$ cat config.mk
export PLATFORM = sky130hd
export DESIGN_NAME = prefix_reversal_flip_counter
export DESIGN_NICKNAME = d
export VERILOG_FILES = /design/src/rtl/core/pfc_pkg.sv /design/src/rtl/core/prefix_reversal_flip_counter.sv /design/src/rtl/core/pfc_ctrl.sv /design/src/rtl/core/pfc_dp.sv
export VERILOG_INCLUDE_DIRS = /design/src /design/src/rtl/core
export SDC_FILE = /design/constraint.sdc
export NUM_CORES = 1
export LEC_CHECK = 0
export CAP_MARGIN = 40
export CORE_AREA = 3 3 261 212
export CTS_BUF_LIST = sky130_fd_sc_hd__clkbuf_8
export DETAILED_ROUTE_END_ITERATION = 12
export DIE_AREA = 0 0 264 215
export DONT_BUFFER_PORTS = 1
export GPL_TIMING_DRIVEN = 0
export HOLD_SLACK_MARGIN = 0.1
export SYNTH_ARGS = -nofsm -noshare
export SYNTH_HDL_FRONTEND = slang
export SYNTH_SLANG_ARGS = --single-unit
$ cat constraint.sdc
create_clock -name clk_i -period 4.4 [get_ports clk_i]
set_input_delay 1.32 -clock clk_i [delete_from_list [all_inputs] [get_ports clk_i]]
set_output_delay 1.32 -clock clk_i [all_outputs]
set_load 0.05 [all_outputs]
$ cat src/rtl/core/prefix_reversal_flip_counter_macros.svh
// ----------------------------------------------------------------------------
// prefix reversal flip counter assertion macros
// concurrent assertion wrappers, empty when SYNTH is defined
// ----------------------------------------------------------------------------
`ifndef PREFIX_REVERSAL_FLIP_COUNTER_MACROS_SVH
`define PREFIX_REVERSAL_FLIP_COUNTER_MACROS_SVH
`ifndef SYNTH
`define PFC_ASSERT(lbl, clk, rst_n, prop) \
  lbl: assert property (@(posedge clk) disable iff (!rst_n) (prop)) \
    else $error("pfc assertion failed");
`define PFC_ASSERT_IF(lbl, clk, rst_n, cond, prop) \
  lbl: assert property (@(posedge clk) disable iff (!rst_n) (cond) |-> (prop)) \
    else $error("pfc assertion failed");
`else
`define PFC_ASSERT(lbl, clk, rst_n, prop)
`define PFC_ASSERT_IF(lbl, clk, rst_n, cond, prop)
`endif
`endif

$ cat src/rtl/core/pfc_pkg.sv
`timescale 1ns / 1ps
// ----------------------------------------------------------------------------
// pfc_pkg
// shared constants and controller/datapath interface types
// ----------------------------------------------------------------------------
package pfc_pkg;

  localparam int MAX_CARDS = 16;
  localparam int CARD_W    = 8;
  localparam int CFG_W     = 5;
  localparam int COUNT_W   = 16;
  localparam int PERM_W    = 32;
  localparam int IDX_W     = (MAX_CARDS > 1) ? $clog2(MAX_CARDS) : 1;
  localparam int CNT_W     = $clog2(MAX_CARDS + 1);

  localparam logic [CFG_W-1:0]   CFG_RESET = CFG_W'(16);
  localparam logic [COUNT_W-1:0] COUNT_MAX = '1;

  typedef struct packed {
    logic cfg_we;
    logic load;
    logic flip;
    logic finish;
  } pfc_cmd_t;

  typedef struct packed {
    logic last_card;
    logic deck_bad;
    logic stop;
  } pfc_stat_t;

endpackage

$ cat src/rtl/core/prefix_reversal_flip_counter.sv
`timescale 1ns / 1ps
// ----------------------------------------------------------------------------
// prefix_reversal_flip_counter
// topswops flip counter: loads a deck, counts prefix reversals until card 1
// ----------------------------------------------------------------------------
// Usage:
//   card_i is taken at each edge with start_i high and busy_o low, one card
//   per cycle, filling deck positions 0, 1, 2, ... up to deck_size cards.
//   deck_size is written over the cfg channel (cfg_valid_i / cfg_ready_o,
//   data on cfg_data_i); a write restarts the deck being loaded.
//   After the last card busy_o rises and the block does one reversal per
//   cycle; the single result is shown on done_o for one cycle, set from a
//   register once card 1 is on top or the count saturates. A deck with a bad
//   card reports in the next cycle with flip_count_o = 0 and no busy time.
//   The result cannot be held off by the receiver: done_o is a strobe and
//   the result ports keep their values until the next deck's last card is
//   taken. Reset clears the best count, the permutation number and the
//   load position and sets deck_size to 16.
// ----------------------------------------------------------------------------
module prefix_reversal_flip_counter (
  input  logic                        clk_i,
  input  logic                        rst_ni,
  input  logic                        start_i,
  output logic                        busy_o,
  input  logic [pfc_pkg::CARD_W-1:0]  card_i,
  input  logic                        cfg_valid_i,
  output logic                        cfg_ready_o,
  input  logic [pfc_pkg::CFG_W-1:0]   cfg_data_i,
  output logic                        done_o,
  output logic [pfc_pkg::COUNT_W-1:0] flip_count_o,
  output logic                        new_best_o,
  output logic [pfc_pkg::PERM_W-1:0]  perm_number_o,
  output logic                        bad_input_o
);

  pfc_pkg::pfc_cmd_t  cmd;
  pfc_pkg::pfc_stat_t stat;

  pfc_ctrl u_ctrl (
    .clk_i       (clk_i),
    .rst_ni      (rst_ni),
    .start_i     (start_i),
    .cfg_valid_i (cfg_valid_i),
    .stat_i      (stat),
    .cmd_o       (cmd),
    .busy_o      (busy_o),
    .cfg_ready_o (cfg_ready_o),
    .done_o      (done_o)
  );

  pfc_dp u_dp (
    .clk_i         (clk_i),
    .rst_ni        (rst_ni),
    .cmd_i         (cmd),
    .cfg_data_i    (cfg_data_i),
    .card_i        (card_i),
    .stat_o        (stat),
    .flip_count_o  (flip_count_o),
    .new_best_o    (new_best_o),
    .perm_number_o (perm_number_o),
    .bad_input_o   (bad_input_o)
  );

endmodule

$ cat src/rtl/core/pfc_ctrl.sv
`timescale 1ns / 1ps
// ----------------------------------------------------------------------------
// pfc_ctrl
// load / flip sequencer and result strobe
// ----------------------------------------------------------------------------
`include "prefix_reversal_flip_counter_macros.svh"

module pfc_ctrl (
  input  logic              clk_i,
  input  logic              rst_ni,
  input  logic              start_i,
  input  logic              cfg_valid_i,
  input  pfc_pkg::pfc_stat_t stat_i,
  output pfc_pkg::pfc_cmd_t  cmd_o,
  output logic              busy_o,
  output logic              cfg_ready_o,
  output logic              done_o
);

  localparam logic ST_IDLE = 1'b0;
  localparam logic ST_FLIP = 1'b1;

  logic state_q, state_d;
  logic done_q, done_d;
  logic accept;

  assign busy_o      = (state_q == ST_FLIP);
  assign cfg_ready_o = ~busy_o;
  assign accept      = start_i & ~busy_o;

  always_comb begin
    cmd_o.cfg_we = cfg_valid_i & cfg_ready_o;
    cmd_o.load   = accept;
    cmd_o.flip   = (state_q == ST_FLIP) & ~stat_i.stop;
    cmd_o.finish = (state_q == ST_FLIP) & stat_i.stop;
  end

  always_comb begin
    state_d = state_q;
    done_d  = 1'b0;
    unique case (state_q)
      ST_IDLE: begin
        if (accept && stat_i.last_card) begin
          // bad deck reports at once, good deck goes flipping
          if (stat_i.deck_bad) begin
            done_d = 1'b1;
          end else begin
            state_d = ST_FLIP;
          end
        end
      end
      ST_FLIP: begin
        if (stat_i.stop) begin
          state_d = ST_IDLE;
          done_d  = 1'b1;
        end
      end
      default: state_d = ST_IDLE;
    endcase
  end

  always_ff @(posedge clk_i or negedge rst_ni) begin
    if (!rst_ni) begin
      state_q <= ST_IDLE;
      done_q  <= 1'b0;
    end else begin
      state_q <= state_d;
      done_q  <= done_d;
    end
  end

  assign done_o = done_q;

  `PFC_ASSERT_IF(a_done_in_idle, clk_i, rst_ni, done_o, state_q == ST_IDLE)
  `PFC_ASSERT_IF(a_busy_after_start, clk_i, rst_ni, $rose(busy_o), $past(start_i))
  `PFC_ASSERT_IF(a_done_source, clk_i, rst_ni, done_o, $past(start_i) || $past(busy_o))

endmodule

$ cat src/rtl/core/pfc_dp.sv
`timescale 1ns / 1ps
// ----------------------------------------------------------------------------
// pfc_dp
// deck store, prefix reversal network, counters and result registers
// ----------------------------------------------------------------------------
module pfc_dp (
  input  logic                          clk_i,
  input  logic                          rst_ni,
  input  pfc_pkg::pfc_cmd_t             cmd_i,
  input  logic [pfc_pkg::CFG_W-1:0]     cfg_data_i,
  input  logic [pfc_pkg::CARD_W-1:0]    card_i,
  output pfc_pkg::pfc_stat_t            stat_o,
  output logic [pfc_pkg::COUNT_W-1:0]   flip_count_o,
  output logic                          new_best_o,
  output logic [pfc_pkg::PERM_W-1:0]    perm_number_o,
  output logic                          bad_input_o
);

  logic [pfc_pkg::CARD_W-1:0]  deck_q [pfc_pkg::MAX_CARDS];
  logic [pfc_pkg::CARD_W-1:0]  deck_flip [pfc_pkg::MAX_CARDS];
  logic [pfc_pkg::CFG_W-1:0]   cfg_q;
  logic [pfc_pkg::CNT_W-1:0]   pos_q, pos_eff;
  logic                        err_q;
  logic [pfc_pkg::COUNT_W-1:0] moves_q, best_q;
  logic                        best_valid_q, new_best_q, bad_q;
  logic [pfc_pkg::PERM_W-1:0]  perm_q;
  logic [pfc_pkg::CARD_W-1:0]  cfg_ext, size, top;
  logic [pfc_pkg::IDX_W-1:0]   top_idx;
  logic                        card_bad;

  // effective deck size, clamped to 1..MAX_CARDS
  always_comb begin
    cfg_ext = pfc_pkg::CARD_W'(cfg_q);
    if (cfg_ext == '0) begin
      size = pfc_pkg::CARD_W'(1);
    end else if (cfg_ext > pfc_pkg::CARD_W'(pfc_pkg::MAX_CARDS)) begin
      size = pfc_pkg::CARD_W'(pfc_pkg::MAX_CARDS);
    end else begin
      size = cfg_ext;
    end
  end

  assign pos_eff  = (pfc_pkg::CARD_W'(pos_q) >= size) ? '0 : pos_q;
  assign card_bad = (card_i == '0) || (card_i > size);
  assign top      = deck_q[0];
  assign top_idx  = pfc_pkg::IDX_W'(top - pfc_pkg::CARD_W'(1));

  always_comb begin
    stat_o.last_card = (pfc_pkg::CARD_W'(pos_eff) + pfc_pkg::CARD_W'(1)) == size;
    stat_o.deck_bad  = err_q | card_bad;
    stat_o.stop      = (top == pfc_pkg::CARD_W'(1)) || (top == '0) || (top > size) ||
                       (moves_q == pfc_pkg::COUNT_MAX);
  end

  // reverse the first top cards
  always_comb begin
    for (int i = 0; i < pfc_pkg::MAX_CARDS; i++) begin
      if (pfc_pkg::CARD_W'(i) < top) begin
        deck_flip[i] = deck_q[top_idx - pfc_pkg::IDX_W'(i)];
      end else begin
        deck_flip[i] = deck_q[i];
      end
    end
  end

  always_ff @(posedge clk_i) begin
    if (cmd_i.load) begin
      deck_q[pos_eff[pfc_pkg::IDX_W-1:0]] <= card_i;
    end else if (cmd_i.flip) begin
      deck_q <= deck_flip;
    end
  end

  always_ff @(posedge clk_i or negedge rst_ni) begin
    if (!rst_ni) begin
      cfg_q        <= pfc_pkg::CFG_RESET;
      pos_q        <= '0;
      err_q        <= 1'b0;
      moves_q      <= '0;
      best_q       <= '0;
      best_valid_q <= 1'b0;
      new_best_q   <= 1'b0;
      bad_q        <= 1'b0;
      perm_q       <= '0;
    end else begin
      if (cmd_i.cfg_we) begin
        // size change restarts the deck being loaded
        cfg_q <= cfg_data_i;
        pos_q <= '0;
        err_q <= 1'b0;
      end else if (cmd_i.load) begin
        if (stat_o.last_card) begin
          pos_q <= '0;
          err_q <= 1'b0;
        end else begin
          pos_q <= pos_eff + pfc_pkg::CNT_W'(1);
          err_q <= stat_o.deck_bad;
        end
      end
      if (cmd_i.load && stat_o.last_card) begin
        perm_q     <= perm_q + pfc_pkg::PERM_W'(1);
        bad_q      <= stat_o.deck_bad;
        moves_q    <= '0;
        new_best_q <= 1'b0;
      end
      if (cmd_i.flip) begin
        moves_q <= moves_q + pfc_pkg::COUNT_W'(1);
      end
      if (cmd_i.finish) begin
        if (!best_valid_q || (moves_q > best_q)) begin
          best_q       <= moves_q;
          best_valid_q <= 1'b1;
          new_best_q   <= 1'b1;
        end else begin
          new_best_q <= 1'b0;
        end
      end
    end
  end

  assign flip_count_o  = moves_q;
  assign new_best_o    = new_best_q;
  assign perm_number_o = perm_q;
  assign bad_input_o   = bad_q;

endmodule
==> out/metrics.csv <==
stage,metric,value,unit
detailed_routing,dr.pass1.iters,6,
timing,setup_slack,0.04822,ns
timing,fmax,229.8,MHz
floorplan,die_w,264,um
synthesis,ys_warn_count,0,
setup_path,r2r-end,u_dp.deck_q[102],
global_route,grt_pass1_wl,97620,um
final_layout,syn_to_final_growth,13.85,%
final_layout,nFillCells,5390,
clock_network,cts_buffer_depth,3,
detailed_routing,drtAntennaViolNets,0,
synthesis,yosys.area.top_type,edfxtp_1,
clock_network,htree_levels,2,
power,power_density,713.0,nW/um^2
floorplan,core-area,52550,sq um
final_layout,finish.net_count,1778,
synthesis,syn_area,15840,sq um
floorplan,start_util,30.15,%
timing,finalHoldViolCount,0,
power,leakagePower,6.939,nW
final_layout,multi_input_area,9512,sq um
floorplan,design.die.area,56760,sq um
setup_path,reg2reg_from,u_dp.top[0],
clock_network,ctsHoldBuffers,0,
floorplan,die_y,215,um
clock_network,clockRootBuffer,clkbuf_8,
global_route,track_usage,23.08,%
synthesis,synth_flop_cell,edfxtp_1,
min_path,hold_path_class,in -> async,
detailed_routing,drt_iter0_markers,2151,
power,irDropWorstVdd,0.0002724,V
placement,place_congestion,1.033,
synthesis,synthArstFlopShare,38.46,%
timing,worst_pin_slew,0.9447,ns
global_route,gr-total-overflow,0,
synthesis,synth_cell_type_count,79,
placement,io_buffers,0,
global_route,antenna_found_initial,1,
synthesis,seq_area_frac_synth,36.91,%
run,cap_violations,0,
status,status,"finished, final reports clean",
final_layout,diodes,0,
setup_path,cp-start-kind,flop,
synthesis,syn_inst,1641,
setup_path,rr_worst_depth,14,
detailed_routing,wirelength,67900,um
timing,period_share,98.90,%
setup_path,reg2reg_setup_slack,0.05,ns
timing,slew-limit-headroom,37.02,%
timing,maxSlewViolCount,0,
setup_path,crit_type,reg -> reg,
synthesis,synth_area_leaders,"edfxtp_1, dfrtp_1, mux2i_1, mux4_2, nand2_1",
synthesis,ys_ff_latch,208,
setup_path,critPathCaptureType,flop,
synthesis,synth_nets,1704,
setup_path,cp_max_fo,11,
detailed_routing,wire_per_inst,27.88,um
detailed_routing,drc,0,
timing,rsz0062_at_grt,no,
placement,post-place-ws,-2.442,ns
clock_network,numCtsBuffers,39,
clock_network,clk_latency,0.59,ns
clock_network,cts_sinks,208,
synthesis,syn_avg_cell_area,9.654,sq um
detailed_routing,vias,15050,
global_route,grt_max_degree,81,
setup_path,crit_start,u_dp.top[0],
timing,fin_worst_skew,0.02745,ns
global_route,grt_pass1_vias,13950,
setup_path,cp.arrival,4.64,ns
timing,holdWs,0.4271,ns
timing,layout_min_cycle_time,4.352,ns
detailed_routing,via_per_inst,6.182,
setup_path,worstPathRequired,4.69,ns
final_layout,drive_above_1_share,16.65,%
clock_network,cts_tree,done,
timing,setup_violations,0,
floorplan,row_count,75,
placement,hpwlAfterDp,52550,um
floorplan,num_io_pins,70,
synthesis,synth_enable_flop_cells,128,
timing,setup_tns,0,ns
clock_network,cts.clk_slew.worst_paths,0.07,ns
final_layout,regArea,5847,sq um
synthesis,yosysTopAreaCellShare,24.26,%
[cells by family after synthesis]
logic type	share of synthesized area [%]
flops	36.91
fa+ha+maj	3.633
mux	21.86
xor+xnor	3.057
buf+inv	3.941
compound gates	16.43
simple gates	14.17
[critical path, stage by stage (launching register included)]
cell	delay, ns
edfxtp_1	0.48
inv_4	0.14
clkbuf_8	0.20
clkbuf_8	0.22
buf_6	0.21
ha_2	0.28
clkbuf_2	0.18
clkbuf_2	0.31
buf_1	0.43
buf_6	0.23
mux2i_1	0.31
mux2i_1	0.25
mux2_2	0.37
mux2i_1	0.26
o22ai_1	0.15
[worst max-delay path by stage]
stage | to | slack, ns | depth (start not counted)
finish | u_dp.deck_q[102] | 0.05 | 14
global route | u_dp.top[5] | 0.004 | 10
CTS | u_dp.deck_q[70] | 0.06 | 17
detailed placement | u_dp.deck_q[102] | -2.44 | 16
global placement | u_dp.deck_q[102] | -2.43 | 16
floorplan | u_dp.deck_q[22] | 0.02 | 16
[synthesized netlist by cell type (all sizes together) (31+ instances only)]
cell type / count
nand3: 35
o22ai: 96
xnor2: 38
buf: 39
mux4: 42
nor2b: 32
o21ai: 147
nand2: 207
nor2: 56
mux2: 68
dfrtp: 79
edfxtp: 128
mux2i: 175
nor3: 31
clkbuf: 85
a21oi: 110
ha: 46
[metrics by stage]
stage               cell area (sq um)  power, mW  util [%]  cells
finish                          18040      12.86     34.32   2435
global route                    18040      13.45     34.32   2435
CTS                             17900      12.48     34.07   2426
detailed placement              16870      10.20     32.10   2350
global placement                16730      10.13     31.84   2334
floorplan                       15870      8.019         -   1641
[final cells by class]
type,instances,share of cell area [%]
clock inverters,24,1.124
flip-flops and latches,208,32.42
multi-input cells,1280,52.74
clock buffers,44,3.358
well taps,693,4.808
inverters,29,0.6452
plain buffers,122,3.427
repair buffers,35,1.485
[where the power goes]
part | switching, mW | total [mW] | leakage [nW] | internal (mW)
registers | 0.448 | 2.87 | 2.25 | 2.42
logic | 4.82 | 7.92 | 4.24 | 3.10
clock network | 0.961 | 2.06 | 0.442 | 1.10
[state kept, by name (all words and copies together) (netlist names)]
register and count:
u_dp.deck_q 120, u_dp.perm_number_o 32, u_dp.best_q 16, u_dp.flip_count_o 16, u_dp.top 8, u_dp.cfg_q 5, u_dp.pos_q 5, u_ctrl.busy_o 1
u_ctrl.done_o 1, u_dp.bad_input_o 1, u_dp.best_valid_q 1, u_dp.err_q 1, u_dp.new_best_o 1
[routing by layer]
| layer | track usage (%) | share of wire (%) | vias to the layer above |
|---|---|---|---|
| met2 | 33.45 | 42 | 1021 |
| met5 | 0 | 0 | - |
| met4 | 9.225 | 4.7 | 0 |
| met3 | 5.397 | 11 | 212 |
| met1 | 33.04 | 43 | 7498 |
| li1 | - | - | 6323 |
[timing repair]
item                       4_1_cts  5_1_grt
hold endpoints to repair         0        0
gates resized for setup         50       28
cloned                           0        0
setup endpoints to repair      330      113
pin swaps                        7        6
setup buffers                    9       10
[cells in the final DEF, fill, tap and decap left out, types with 6 or more instances in the layout]
cell type,instances
ha_1,45
and2_1,18
buf_1,10
a211oi_1,25
o21ai_0,140
dfrtp_1,79
nor2_1,56
buf_4,35
nand4_1,27
a21oi_1,105
clkbuf_2,8
nand2_1,203
mux2_2,59
or3_1,10
inv_1,34
clkbuf_4,7
buf_2,14
edfxtp_1,128
clkbuf_1,70
nor3_1,30
nor2b_1,31
mux2_1,9
mux2i_1,172
xor2_1,8
o21a_1,11
xnor2_1,32
buf_6,8
nand3_1,34
o22ai_1,96
clkbuf_8,48
and3_1,15
a31oi_1,6
mux4_2,42
Note: power is estimated with default switching activity, not from simulation.
